### src/hdl/sadf_pkg.sv
package sadf_pkg;

    localparam int MAX_SLOTS = 64;
    localparam int SLOT_W    = $clog2(MAX_SLOTS);
    localparam int CNT_W     = SLOT_W + 1;

    typedef logic [SLOT_W-1:0] t_slot;
    typedef logic [CNT_W-1:0]  t_cnt;

    typedef enum logic [1:0] {
        MODE_RESERVE  = 2'd0,
        MODE_ALLOCATE = 2'd1,
        MODE_MARK     = 2'd2,
        MODE_SWEEP    = 2'd3
    } t_mode;

    typedef enum logic [1:0] {
        STAT_OK       = 2'd0,
        STAT_NO_FREE  = 2'd1,
        STAT_PENDING  = 2'd2,
        STAT_NOT_LIVE = 2'd3
    } t_status;

    typedef enum logic [1:0] {
        SS_FREE      = 2'd0,
        SS_RESERVED  = 2'd1,
        SS_ALLOCATED = 2'd2,
        SS_PENDING   = 2'd3
    } t_slot_st;

    typedef struct packed {
        t_mode mode;
        t_slot slot;
    } t_cmd;

    typedef struct packed {
        t_slot   granted_slot;
        t_status status;
        t_cnt    freed_count;
        t_cnt    free_count;
        t_cnt    live_count;
    } t_result;

    // write request into the slot state table
    typedef struct packed {
        logic     en;
        t_slot    addr;
        t_slot_st data;
    } t_st_wr;

endpackage

### src/hdl/sadf_state_mem.sv
module sadf_state_mem (
    input  logic               i_clk,
    input  logic               i_rst_n,
    input  sadf_pkg::t_slot    i_rd_addr,
    output sadf_pkg::t_slot_st o_rd_state,
    input  sadf_pkg::t_st_wr   i_wr
);
    import sadf_pkg::*;

    t_slot_st             r_mem [MAX_SLOTS];
    logic [MAX_SLOTS-1:0] r_vld;
    t_slot_st             r_rd_data;
    logic                 r_rd_vld;

    // valid bits: an entry never written reads as free
    always_ff @(posedge i_clk) begin
        if (!i_rst_n) begin
            r_vld    <= '0;
            r_rd_vld <= 1'b0;
        end else begin
            r_rd_vld <= r_vld[i_rd_addr];
            if (i_wr.en) begin
                r_vld[i_wr.addr] <= 1'b1;
            end
        end
    end

    always_ff @(posedge i_clk) begin
        r_rd_data <= r_mem[i_rd_addr];
        if (i_wr.en) begin
            r_mem[i_wr.addr] <= i_wr.data;
        end
    end

    assign o_rd_state = r_rd_vld ? r_rd_data : SS_FREE;

endmodule

### src/hdl/slot_allocator_deferred_free_core.sv
// Channel   | Direction | Handshake                | Payload
// ----------+-----------+--------------------------+---------------------------
// command   | in        | start high, busy low     | i_cmd (mode, slot)
// result    | out       | o_done, one cycle        | o_result (granted, status,
//           |           |                          |   freed, free, live counts)
// capacity  | in        | i_cfg_we                 | i_cfg_wdata (slot_capacity)
//
// Reserve, allocate and mark read a memory (free FIFO or slot state table),
// then update and register the result. A sweep walks the live entries: per
// entry, read the allocation list, read the slot state, then free or compact.
// Once the core is idle, raising the capacity pushes one new free index per
// cycle; busy stays high until all are pushed. Reset is synchronous, active
// low; the slot state table clears at once through valid bits. The receiver
// cannot stall: each result beat is shown for exactly one cycle.
module slot_allocator_deferred_free_core (
    input  logic              i_clk,
    input  logic              i_rst_n,
    input  logic              start,
    output logic              busy,
    input  sadf_pkg::t_cmd    i_cmd,
    output logic              o_done,
    output sadf_pkg::t_result o_result,
    input  logic              i_cfg_we,
    input  sadf_pkg::t_cnt    i_cfg_wdata
);
    import sadf_pkg::*;

    typedef enum logic [2:0] {
        S_IDLE,
        S_RES,
        S_UPD,
        S_SW_ADDR,
        S_SW_STATE,
        S_SW_DEC
    } t_state;

    localparam t_cnt MAX_CNT = CNT_W'(MAX_SLOTS);

    // control and datapath registers
    t_state  r_state, n_state;
    t_cmd    r_cmd, n_cmd;
    t_slot   r_free_head, n_free_head;
    t_cnt    r_free_tally, n_free_tally;
    t_cnt    r_live_tally, n_live_tally;
    t_cnt    r_grown, n_grown;
    t_cnt    r_target, n_target;
    t_cnt    r_i, n_i;
    t_cnt    r_kept, n_kept;
    t_cnt    r_freed, n_freed;
    t_slot   r_sw_idx, n_sw_idx;
    logic    r_done, n_done;
    t_result r_result, n_result;

    // memories: free index ring and allocation-order list
    t_slot   r_fifo [MAX_SLOTS];
    t_slot   r_ord [MAX_SLOTS];
    t_slot   r_fifo_rd;
    t_slot   r_ord_rd;

    logic    fifo_we;
    t_slot   fifo_wa;
    t_slot   fifo_wd;
    logic    ord_we;
    t_slot   ord_wa;
    t_slot   ord_wd;

    t_st_wr   st_wr;
    t_slot    st_rd_addr;
    t_slot_st st_rd;

    logic    fin;
    t_slot   res_granted;
    t_status res_status;
    t_cnt    cfg_sat;

    sadf_state_mem u_state (
        .i_clk      (i_clk),
        .i_rst_n    (i_rst_n),
        .i_rd_addr  (st_rd_addr),
        .o_rd_state (st_rd),
        .i_wr       (st_wr)
    );

    assign busy     = (r_state != S_IDLE) || (r_grown < r_target);
    assign o_done   = r_done;
    assign o_result = r_result;

    // the ring depth is a power of two, so the tail wraps by truncation
    assign fifo_wa = r_free_head + r_free_tally[SLOT_W-1:0];

    // slot state read address: command slot at accept, list entry during a sweep
    always_comb begin
        unique case (r_state)
            S_IDLE:     st_rd_addr = i_cmd.slot;
            S_SW_STATE: st_rd_addr = r_ord_rd;
            default:    st_rd_addr = r_sw_idx;
        endcase
    end

    always_comb begin
        n_state      = r_state;
        n_cmd        = r_cmd;
        n_free_head  = r_free_head;
        n_free_tally = r_free_tally;
        n_live_tally = r_live_tally;
        n_grown      = r_grown;
        n_target     = r_target;
        n_i          = r_i;
        n_kept       = r_kept;
        n_freed      = r_freed;
        n_sw_idx     = r_sw_idx;
        n_done       = 1'b0;
        n_result     = r_result;

        fifo_we     = 1'b0;
        fifo_wd     = r_grown[SLOT_W-1:0];
        ord_we      = 1'b0;
        ord_wa      = r_kept[SLOT_W-1:0];
        ord_wd      = r_sw_idx;
        st_wr       = '{en: 1'b0, addr: r_sw_idx, data: SS_FREE};
        fin         = 1'b0;
        res_granted = '0;
        res_status  = STAT_OK;

        // capacity only grows; clamp to the table depth
        cfg_sat = (i_cfg_wdata > MAX_CNT) ? MAX_CNT : i_cfg_wdata;
        if (i_cfg_we && (cfg_sat > r_target)) begin
            n_target = cfg_sat;
        end

        unique case (r_state)
            S_IDLE: begin
                if (r_grown < r_target) begin
                    // append the next newly covered index
                    if (r_free_tally < MAX_CNT) begin
                        fifo_we      = 1'b1;
                        n_free_tally = r_free_tally + 1'b1;
                    end
                    n_grown = r_grown + 1'b1;
                end else if (start) begin
                    n_cmd = i_cmd;
                    unique case (i_cmd.mode)
                        MODE_RESERVE:             n_state = S_RES;
                        MODE_ALLOCATE, MODE_MARK: n_state = S_UPD;
                        MODE_SWEEP: begin
                            n_i     = '0;
                            n_kept  = '0;
                            n_freed = '0;
                            n_state = S_SW_ADDR;
                        end
                        default:                  n_state = S_IDLE;
                    endcase
                end
            end

            S_RES: begin
                fin = 1'b1;
                if ((r_free_tally == '0) || (r_live_tally >= MAX_CNT)) begin
                    res_status = STAT_NO_FREE;
                end else begin
                    // pop the oldest free index, log it in reserve order
                    res_granted  = r_fifo_rd;
                    n_free_head  = r_free_head + 1'b1;
                    n_free_tally = r_free_tally - 1'b1;
                    n_live_tally = r_live_tally + 1'b1;
                    st_wr        = '{en: 1'b1, addr: r_fifo_rd, data: SS_RESERVED};
                    ord_we       = 1'b1;
                    ord_wa       = r_live_tally[SLOT_W-1:0];
                    ord_wd       = r_fifo_rd;
                end
            end

            S_UPD: begin
                fin = 1'b1;
                if (st_rd == SS_FREE) begin
                    res_status = STAT_NOT_LIVE;
                end else if (r_cmd.mode == MODE_ALLOCATE) begin
                    st_wr = '{en: 1'b1, addr: r_cmd.slot, data: SS_ALLOCATED};
                end else if (st_rd == SS_PENDING) begin
                    res_status = STAT_PENDING;
                end else begin
                    st_wr = '{en: 1'b1, addr: r_cmd.slot, data: SS_PENDING};
                end
            end

            S_SW_ADDR: begin
                if (r_i == r_live_tally) begin
                    fin          = 1'b1;
                    n_live_tally = r_kept;
                end else begin
                    n_state = S_SW_STATE;
                end
            end

            S_SW_STATE: begin
                n_sw_idx = r_ord_rd;
                n_state  = S_SW_DEC;
            end

            S_SW_DEC: begin
                if (st_rd == SS_PENDING) begin
                    st_wr = '{en: 1'b1, addr: r_sw_idx, data: SS_FREE};
                    if (r_free_tally < MAX_CNT) begin
                        fifo_we      = 1'b1;
                        fifo_wd      = r_sw_idx;
                        n_free_tally = r_free_tally + 1'b1;
                    end
                    n_freed = r_freed + 1'b1;
                end else begin
                    // compact survivors toward the head of the list
                    ord_we = 1'b1;
                    n_kept = r_kept + 1'b1;
                end
                n_i     = r_i + 1'b1;
                n_state = S_SW_ADDR;
            end

            default: n_state = S_IDLE;
        endcase

        if (fin) begin
            n_state                 = S_IDLE;
            n_done                  = 1'b1;
            n_result.granted_slot   = res_granted;
            n_result.status         = res_status;
            n_result.freed_count    = (r_cmd.mode == MODE_SWEEP) ? r_freed : '0;
            n_result.free_count     = n_free_tally;
            n_result.live_count     = n_live_tally;
        end
    end

    always_ff @(posedge i_clk) begin
        if (!i_rst_n) begin
            r_state      <= S_IDLE;
            r_free_head  <= '0;
            r_free_tally <= '0;
            r_live_tally <= '0;
            r_grown      <= '0;
            r_target     <= '0;
            r_i          <= '0;
            r_kept       <= '0;
            r_freed      <= '0;
            r_done       <= 1'b0;
        end else begin
            r_state      <= n_state;
            r_free_head  <= n_free_head;
            r_free_tally <= n_free_tally;
            r_live_tally <= n_live_tally;
            r_grown      <= n_grown;
            r_target     <= n_target;
            r_i          <= n_i;
            r_kept       <= n_kept;
            r_freed      <= n_freed;
            r_done       <= n_done;
        end
        r_cmd    <= n_cmd;
        r_sw_idx <= n_sw_idx;
        r_result <= n_result;
    end

    always_ff @(posedge i_clk) begin
        r_fifo_rd <= r_fifo[r_free_head];
        if (fifo_we) begin
            r_fifo[fifo_wa] <= fifo_wd;
        end
    end

    always_ff @(posedge i_clk) begin
        r_ord_rd <= r_ord[r_i[SLOT_W-1:0]];
        if (ord_we) begin
            r_ord[ord_wa] <= ord_wd;
        end
    end

    // once the block is idle, the free and live tallies never sum past the grown capacity
    a_tally_bound: assert property (@(posedge i_clk) disable iff (!i_rst_n)
        (r_state == S_IDLE) |->
            (({1'b0, r_free_tally} + {1'b0, r_live_tally}) <= {1'b0, r_grown}))
        else $error("free plus live tally exceeds grown capacity");

    a_grow_bound: assert property (@(posedge i_clk) disable iff (!i_rst_n)
        (r_grown <= r_target) && (r_target <= MAX_CNT))
        else $error("growth passed its target");

    a_accept_busy: assert property (@(posedge i_clk) disable iff (!i_rst_n)
        (start && !busy) |=> busy)
        else $error("accepted command did not raise busy");

    a_done_pulse: assert property (@(posedge i_clk) disable iff (!i_rst_n)
        o_done |=> !o_done)
        else $error("result beat lasted more than one cycle");

endmodule

### config.mk
export PLATFORM = sky130hd
export DESIGN_NAME = slot_allocator_deferred_free_core
export DESIGN_NICKNAME = d
export VERILOG_FILES = /design/src/hdl/sadf_pkg.sv /design/src/hdl/sadf_state_mem.sv /design/src/hdl/slot_allocator_deferred_free_core.sv
export SDC_FILE = /design/constraint.sdc
export NUM_CORES = 1
export LEC_CHECK = 0
export BUFFER_PORTS_ARGS = -buffer_cell sky130_fd_sc_hd__buf_2
export CAP_MARGIN = 20
export CORE_UTILIZATION = 50
export CTS_CLUSTER_DIAMETER = 60
export DETAILED_ROUTE_END_ITERATION = 10
export PLACE_DENSITY = 0.73
export SYNTH_ARGS = -nofsm -noshare
export SYNTH_HDL_FRONTEND = slang
export SYNTH_SLANG_ARGS = --single-unit
### constraint.sdc
create_clock -name i_clk -period 6.4 [get_ports i_clk]
set_input_delay 0.64 -clock i_clk [delete_from_list [all_inputs] [get_ports i_clk]]
set_output_delay 0.64 -clock i_clk [all_outputs]
set_load 0.1 [all_outputs]
==> results.md, run 1 <==
- Fin crit share: 69.4%
- Max-cap viol count: 0
- Sequential fraction of the synthesis area: between 70 and 80%
- Area of the multi-input gates: ~0.012 sq mm
- Synthesis Warnings: 0
- Crit path cell chain: inv_1, ha_1, nor2b_1, a21oi_1, nand2_1, o22ai_1, nand2_1, nor2_1
- Synth cell count leaders: edfxtp_1, mux4_2, nor2_1
- CTS Sinks: around 1100
- Vias post-DR: 23700
- Ys async rst share: 0%
- Hold Fails Final Rpt: 0
- GRT Total Usage: 22.5%
- Share of cells above drive strength 1: 20.9%
- Inserted Clock Buffers: 105
- Fin Clk Skew: just over 0.05 ns
- # DRC: 0
- Ports: 50
- EDFF count, synth: 939
- Placer Congestion: 0.862
- Routed wire length per instance: 26.0 um
- IR drop worst, VDD: 286 uV
- Crit-path max cell delay: 0.74 ns
- Clock period minus final worst setup slack: 4.44 ns
- Antenna Nets Post-Route: 0
- Total core area: about 0.086 sq mm
- Post-CTS Hold Buffers: 0
- Final net count: between 2000 and 3000
- Crit path launch type: flop
- Fmax: between 0.2 and 0.25 GHz
- DP Wirelength: 62.0 mm
- Fillers: 6320
- Yosys cell types: slightly below 70
- Die Wd: 297 um
- TritonCTS clock tree: built
- Clock-pin slew on the worst setup and hold paths: 0.06 ns
- Resized cells post-CTS: 0
- PwrDens: roughly 330 mW/mm^2
- Initial antenna violation count: 2
- Die ar.: 0.0881 sq mm
- CTS Root Cell: clkbuf_16
- Most common cell on crit path: nand2_1
- Hold Path Class: primary input to flop
- Top cells by area, synth: edfxtp_1, mux4_2, dfxtp_1, nor2_1, nand2_1
- Setup CP Type: flop to flop
- CTS H-Tree Depth: 3
- 1st-pass router iterations: 6
- Synthesized instance count: 2527
- Post-Place Cells: between 3000 and 4000
- Synthesized area: 0.0435 sq mm
- Dominant synthesized flop cell: edfxtp_1
- Worst EP required: around 6.7 ns
- Leak pwr: around 15 nW
- Area Overhead vs Synth: 11.4%
- Worst rel slew slack: 25.7%
- Worst Max-Slew Pin Slew: between 1 and 1.5 ns
- Flops & latches, synth: approximately 1100
- Status: complete, no violations
- Syn_nets: 2576
- WP data arrival: 4.72 ns
- Worst Setup End Kind: flop
- Syn_area_per_cell: 17.2 sq um
- Tot Pwr: 16.0 mW
- Largest net degree at the start of global routing: 79
- Routed wire length: 99.2 mm
- Clock Path Buffers: 3
- Fin. max-slew vios: 0
- GRT overflow: 0
- Routed vias/inst: 6.20
- RSZ-0062 raised after global routing: false
- Port Buffers: 49
- Post-Route Setup TNS: 0 ns
- Initial DRC Count: 3041
- Vias in the first global route: 23500
- Cell taking the most area after synthesis: edfxtp_1
- FP Rows: 107
- Finished Layout Cells: 3824
- Crit-path slowest cell: nand2_1
- Cell with the most instances after synthesis: edfxtp_1
- Clk_lat worst skew: 0.68 ns
- Register Area: 0.0310 sq mm
- Finish-stage setup viols: 0
- Diodes inserted: 0
- Area share of the largest cell type after synthesis: about 65%
- Starting density of the core: 50.7%
- Hold Slack: roughly 0.21 ns
- Postcts setup bufs: 0
- Crit-path max FO: 23
- Chip height: 297 um
- First-pass GRT wire length: 149 mm
## per-stage QoR
stage	utilization [%]	cell area [sq um]	worst slack [ns]
2_1_floorplan	-	43500	1.72
3_3_place_gp	52.5	45000	2.25
3_5_place_dp	52.5	45000	2.13
4_1_cts	56.5	48400	2.07
5_1_grt	56.5	48400	1.72
6_report	56.5	48400	1.96
## cells by family after synthesis
group	count (synthesis)	share of synthesized area [%]
XOR/XNOR	33	0.665
flip-flops	1077	71.2
adder cells (fa/ha/maj)	30	0.881
AO/OA/AOI/OAI	257	3.82
AND/OR/NAND/NOR	666	6.73
buffers and inverters	154	1.44
multiplexers	310	15.2
## state kept, by name (all words and copies together), names as in the netlist, 8 cells and up
name,cells
r_fifo,384
r_ord,384
u_state.r_mem,128
u_state.r_vld,64
o_result,29
r_cmd,8
## per-layer routing
metal / track usage, % / vias up / routed length, um
met1: 31.9 / 12100 / 39600
met2: 35.8 / 1287 / 47900
li1: - / 10100 / -
met5: 0 / - / 12
met4: 7.06 / 2 / 2590
met3: 3.94 / 180 / 9080
## report_power, final
part / total (mW) / switching [mW] / internal [mW]
clock: 6.05 / 2.62 / 3.42
sequential: 8.03 / 0.130 / 7.90
combinational: 1.90 / 1.39 / 0.515
## placed cells by master (no fill, tap or decap), types with 32 or more instances in the layout
| cell | count |
|---|---|
| mux4_2 | 280 |
| o21ai_0 | 84 |
| nand2_1 | 216 |
| buf_2 | 49 |
| dfxtp_1 | 132 |
| a21oi_1 | 53 |
| nor2_1 | 263 |
| edfxtp_1 | 939 |
| nand3_1 | 56 |
| buf_4 | 32 |
| clkbuf_16 | 108 |
## final timing paths
path                           from           endpoint  slack, ns  cells past startpoint
setup / recovery    r_free_tally[1]       r_ord[38][3]       1.96                      8
hold / removal             i_cmd[0]           r_cmd[0]       0.21                      1
setup reg to reg    r_free_tally[1]       r_ord[38][3]       1.96                      8
hold reg to reg   u_state.r_vld[10]  u_state.r_vld[10]       0.46                      2
## critical path, delay by kind of cell (launching register included)
kind,cells,cell delay (ns)
buf+inv,1,0.14
flops,1,0.41
compound gates,2,1.18
simple gates,4,2.08
fa+ha+maj,1,0.20
## cell type report
type                            instances  share of cell area [%]
Sequential cell                      1077                    64.0
Tap cell                             1144                    2.96
Timing Repair Buffer                   84                    1.11
Inverter                               29                   0.225
Clock inverter                         61                    1.18
Multi-Input combinational cell       1296                    24.7
Clock buffer                          133                    5.84
Power figures use the tool's default switching activity.
==> run 2, diff against run 1 <==
==> constraint.sdc (replaced) <==
create_clock -name i_clk -period 4.3 [get_ports i_clk]
set_input_delay 0.43 -clock i_clk [delete_from_list [all_inputs] [get_ports i_clk]]
set_output_delay 0.43 -clock i_clk [all_outputs]
set_load 0.1 [all_outputs]
==> run 2 against run 1 <==
- register-to-register slack worse by 1.6 ns
- critical path depth is 1 lower
- first-iteration DRC count is 5.1% lower
- non-clock buffer count is 31 higher
- utilization is 0.61 points higher
- die area stayed put
- setup slack worse by 1.6 ns
- worst hold slack worse by 0.18 ns
- clock-buffer cell count is 2 lower
- clock power is 57% higher
- final cell count is 0.86% higher
- power is 52% higher
==> results.md, run 2 (same netlist as run 1, synthesis figures left out) <==
- Clock-pin slew on the worst setup and hold paths: 0.06 ns (about the same)
- Die Wd: 297 um (unchanged)
- Crit path launch type: flop
- Clk_lat worst skew: 0.67 ns (about the same)
- Post-Route Setup TNS: 0 ns (unchanged)
- FP Rows: 107 (unchanged)
- Worst Setup End Kind: flop
- Vias post-DR: 24100 (+1.5%)
- Inserted Clock Buffers: 104 (-0.95%)
- Fin. max-slew vios: 0 (unchanged)
- Top flop regs: r_fifo x384, r_ord x384, u_state.r_mem x128
- Chip height: 297 um (unchanged)
- Share of cells above drive strength 1: 21.8% (+0.86 points)
- Largest net degree at the start of global routing: 101 (+28%)
- Clock period minus final worst setup slack: 3.92 ns (-0.518 ns)
- Crit-path max FO: 15 (-35%)
- GRT Total Usage: 23.0% (+0.51 points)
- Routed vias/inst: 6.24 (+0.67%)
- Commonest non-fill, non-tap cells in the layout: edfxtp_1, mux4_2, nor2_1, nand2_1, dfxtp_1
- Commonest non-fill, non-tap cell in the layout: edfxtp_1
- Routed wire length: 101 mm (+1.8%)
- Hold Fails Final Rpt: 0 (unchanged)
- WP data arrival: 4.22 ns (-0.50 ns)
- # DRC: 0 (unchanged)
- Crit-path slowest cell: nand3_1
- Fin Clk Skew: 0.0457 ns (-0.00484 ns)
- CTS H-Tree Depth: 3 (unchanged)
- Die ar.: 0.0881 sq mm (unchanged)
- Worst Max-Slew Pin Slew: 0.983 ns (-0.131 ns)
- Hold Path Class: primary input to flop
- Area Overhead vs Synth: 12.6%
- Vias in the first global route: 24400 (+3.7%)
- Leak pwr: 15.3 nW (+1.7%)
- CTS Sinks: 1077 (unchanged)
- Port Buffers: 49 (unchanged)
- Initial antenna violation count: 2 (unchanged)
- Total core area: 0.0857 sq mm (unchanged)
- Clock Path Buffers: 3 (unchanged)
- Finish-stage setup viols: 0 (unchanged)
- First-pass GRT wire length: 154 mm (+3.0%)
- Status: complete, no violations
- Final net count: 2672 (+1.1%)
- Tot Pwr: 24.4 mW (+52%)
- Crit path cell chain: nand2_1, nor2_1, nand3_1, buf_4, a21oi_1, nand3_1, nor2_1
- DP Area: 0.0453 sq mm (+0.64%)
- Worst rel slew slack: 34.0% (+8.3 points)
- Setup CP Type: flop to flop
- Post-route cell area: 0.0490 sq mm (+1.1%)
- CTS Root Cell: clkbuf_16
- PwrDens: 497 mW/mm^2 (+51%)
- DP Wirelength: 64.3 mm (+3.6%)
- Worst EP required: 4.60 ns (-2.08 ns)
- GRT overflow: 0 (unchanged)
- TritonCTS clock tree: built
- Antenna Nets Post-Route: 0 (unchanged)
- Initial DRC Count: 2887 (-5.1%)
- 1st-pass router iterations: 6 (unchanged)
- IR drop worst, VDD: 437 uV (+53%)
- Fmax: 0.255 GHz (+13%)
- Crit-path max cell delay: 0.70 ns (-0.04 ns)
- Ports: 50 (unchanged)
- Resized cells post-CTS: 0 (unchanged)
- Starting density of the core: 50.7% (unchanged)
- Fin crit share: 91.2% (+22 points)
- Routed wire length per instance: 26.2 um (+0.97%)
- RSZ-0062 raised after global routing: false
- Placer Congestion: 0.854 (-0.97%)
- Max-cap viol count: 0 (unchanged)
## run 2: path summary, 6_finish.rpt
kind / start / end / slack [ns] / cells after the start
worst max-delay path: r_state[0] / r_fifo[12][3] / 0.38 / 7
worst min-delay path: i_cmd[7] / r_cmd[7] / 0.03 / 1
worst max register to register: r_state[0] / r_fifo[12][3] / 0.38 / 7
worst min register to register: u_state.r_vld[42] / u_state.r_vld[42] / 0.45 / 2
## run 2: critical path: cells and delay by family (launching register included)
| kind | cells | cell delay [ns] |
|---|---|---|
| AND/OR/NAND/NOR | 5 | 2.27 |
| flip-flops | 1 | 0.61 |
| AO/OA/AOI/OAI | 1 | 0.45 |
| buffers and inverters | 1 | 0.24 |
## run 2: power breakdown
part / switching [mW] / internal [mW]
registers: 0.175 / 11.8
clock network: 3.94 / 5.56
logic: 2.11 / 0.810
## run 2: per-layer routing
metal | global-route usage (%) | share of wire, % | vias to the layer above
li1 | - | - | 10200
met1 | 32.3 | 40 | 12400
met2 | 37.0 | 49 | 1321
met3 | 4.22 | 8.9 | 202
met4 | 6.79 | 2.6 | 2
met5 | 0 | 0.013 | -
## run 2: metrics by stage
stage	instances	hold slack [ns]	utilization (%)	setup WS, ns
floorplan	2527	0.403	-	0.410
global placement	3657	0.434	52.9	0.625
detailed placement	3657	0.442	52.9	0.544
CTS	3856	0.00312	57.1	0.524
global route	3856	0.0141	57.1	0.182
finish	3857	0.0300	57.1	0.377
## run 2: final cells by class
cell class | instances | area, sq um
fillers | 6275 | 36700
flip-flops and latches | 1077 | 31000
multi-input cells | 1296 | 12000
clock buffers | 131 | 2770
well taps | 1144 | 1430
repair buffers | 115 | 863
clock inverters | 64 | 851
inverters | 29 | 109
diodes | 1 | 2.50
## run 2: what timing repair did
item                      CTS  global route
hold buffers                4             0
setup buffers               0             0
hold endpoints to repair    4             0
==> run 3, diff against run 2 <==
--- a/config.mk
+++ b/config.mk
@@ -10,6 +10,7 @@
 export CORE_UTILIZATION = 50
 export CTS_CLUSTER_DIAMETER = 60
 export DETAILED_ROUTE_END_ITERATION = 10
+export GPL_TIMING_DRIVEN = 0
 export PLACE_DENSITY = 0.73
 export SYNTH_ARGS = -nofsm -noshare
 export SYNTH_HDL_FRONTEND = slang
==> run 3 against run 2 <==
- the flow now finishes with violations (setup timing)
- via count is 2.4% higher
- sequential power about the same
- setup slack got worse by 0.41 ns
- final cell count grew 1.9%
- fmax decreased by 9.4%
- non-clock buffer count rose by 84
- power shrank 1.3%
- combinational power up 4%
- first-iteration DRC count is 19% higher
- largest power group unchanged
- sequential share of layout area fell by 0.27 points
- highest routed layer unchanged
- die area did not move
==> results.md, run 3 (same netlist as run 1, synthesis figures left out) <==
- # DRC: 0 (unchanged)
- Crit path launch type: flop
- Area Overhead vs Synth: 13.0%
- Combinational share of power: 12.7% (+0.7 points)
- Largest net degree at the start of global routing: 74 (-27%)
- Share of cells above drive strength 1: 22.0% (+0.16 points)
- Setup CP Type: flop to flop
- Tot Pwr: 24.0 mW (-1.3%)
- Antenna Nets Post-Route: 0 (unchanged)
- Leak pwr: 15.3 nW (-0.49%)
- CTS Root Cell: clkbuf_16
- Post-route cell area: 0.0491 sq mm (+0.37%)
- Routed wire length per instance: 26.7 um (+2.0%)
- Setup WS post-layout: -0.0297 ns (-0.406 ns)
- P_int: 17.8 mW (-1.8%)
- Fmax: 0.231 GHz (-9.4%)
- Vias in the first global route: 24900 (+2.0%)
- Switching Share: 25.9% (+0.35 points)
- Post-Route Setup TNS: -0.384 ns (-0.384 ns)
- TritonCTS clock tree: built
- Placer Congestion: 0.937 (+9.8%)
- CTS Sinks: 1077 (unchanged)
- Worst Setup End Kind: flop
- Hold Path Class: primary input to flop
- Initial DRC Count: 3446 (+19%)
- Vias post-DR: 24600 (+2.4%)
- Clock Path Buffers: 3 (unchanged)
- Dpl ws: -0.358 ns (-0.902 ns)
- DP Area: 0.0454 sq mm (+0.19%)
- Fin Clk Skew: 0.0366 ns (-0.00916 ns)
- GRT Total Usage: 24.0% (+0.98 points)
- IR drop worst, VDD: 355 uV (-19%)
- Commonest non-fill, non-tap cells in the layout: edfxtp_1, mux4_2, nand2_1, nor2_1, dfxtp_1
- Worst EP required: 4.58 ns (-0.02 ns)
- Top flop regs: r_fifo x384, r_ord x384, u_state.r_mem x128
- Sequential power share: 49.6% (+0.6 points)
- DP Wirelength: 69.2 mm (+7.7%)
- Chip height: 297 um (unchanged)
- Diodes inserted: 0 (-1)
- Violations in the final reports: setup timing
- Worst Max-Slew Pin Slew: 1.21 ns (+0.229 ns)
- Max-cap viol count: 0 (unchanged)
- Worst rel slew slack: 18.9% (-15 points)
- CTS H-Tree Depth: 3 (unchanged)
- Port Buffers: 48 (-2.0%)
- Post-layout util: 57.3% (+0.21 points)
- RSZ-0062 raised after global routing: true
- Commonest non-fill, non-tap cell in the layout: edfxtp_1
- 1st-pass router iterations: 8 (+2)
- Finished Layout Cells: 3932 (+1.9%)
- Die ar.: 0.0881 sq mm (unchanged)
- PwrDens: 489 mW/mm^2 (-1.7%)
- GRT overflow: 0 (unchanged)
- Total core area: 0.0857 sq mm (unchanged)
- Ports: 50 (unchanged)
- Routed vias/inst: 6.27 (+0.49%)
- FP Rows: 107 (unchanged)
- Final net count: 2754 (+3.1%)
- Starting density of the core: 50.7% (unchanged)
- Clock-pin slew on the worst setup and hold paths: 0.06 ns (about the same)
- Clock share of power: 37.8% (-1.2 points)
- Fin crit share: 101% (+9.5 points)
- Initial antenna violation count: 1 (-1)
- Routed wire length: 105 mm (+4.0%)
- Clock period minus final worst setup slack: 4.33 ns (+0.406 ns)
- Inserted Clock Buffers: 102 (-1.9%)
- Clk_lat worst skew: 0.67 ns (about the same)
- Fin. max-slew vios: 0 (unchanged)
- Hold Slack: 0.160 ns (+0.130 ns)
- Finish-stage setup viols: 18 (+18)
- Die Wd: 297 um (unchanged)
- Status: finished with violations
- WP data arrival: 4.61 ns (+0.39 ns)
- First-pass GRT wire length: 159 mm (+3.3%)
- Crit-path max FO: 10 (-5)
- Sw power: 6.23 mW (about the same)
- Hold Fails Final Rpt: 0 (unchanged)
- Post-Place Cells: 3729 (+2.0%)
run 3: cell types whose count changed in the layout (fill, tap and decap cells not counted), sizes merged:
cell and delta:
clkbuf +64, buf +9, clkinv +6, dlygate4sd3 +4, bufinv -3, clkinvlp -2, inv -2, diode -1
run 3: path summary, 6_finish.rpt:
check                                  startpoint                 to  slack [ns]  cells after the start
worst min-delay path               i_cfg_wdata[6]        r_target[6]        0.16                      3
worst min register to register  u_state.r_vld[52]  u_state.r_vld[52]        0.46                      2
worst max-delay path                  r_target[4]      r_fifo[60][3]       -0.03                     10
worst max register to register        r_target[4]      r_fifo[60][3]       -0.03                     10
run 3: layout make-up:
cell class | count | area [sq um]
Fill cell | 6213 | 36600
Sequential cell | 1077 | 31000
Multi-Input combinational cell | 1296 | 12100
Clock buffer | 124 | 2700
Tap cell | 1144 | 1430
Clock inverter | 63 | 656
Timing Repair Buffer | 74 | 653
Buffer | 125 | 524
Inverter | 29 | 109
run 3: power groups by stage:
stage | clock, mW | combinational [mW] | sequential, mW
after floorplan | 0 | 1.49 | 12.6
after global placement | 0 | 2.76 | 12.2
after detailed placement | 0 | 2.91 | 12.1
after CTS | 9.13 | 2.96 | 11.9
after global routing | 9.51 | 3.20 | 11.9
final | 9.07 | 3.05 | 11.9
run 3: repair_timing:
action                                  CTS  global route
resized for setup                        31            37
hold buffers                              8             0
endpoints found under the setup margin  352           443
pin swaps                                 2             0
setup buffers                             2             0
hold endpoints to repair                  8             0
run 3: critical path, cell delays in order, from the launching register on:
cell	delay, ns
dfxtp_1	0.35
inv_1	0.10
ha_1	0.30
a21o_1	0.16
a21o_1	0.17
a21oi_1	0.31
o211ai_1	0.44
clkbuf_1	0.41
a21oi_1	0.57
nand3_2	0.56
nor2_1	0.58
run 3: metal layers:
layer	wire, um	track usage, %	vias to the layer above
li1	-	-	10300
met1	41500	34.1	12700
met2	49900	37.5	1440
met3	10700	4.94	218
met4	3080	7.67	2
met5	8	0	-
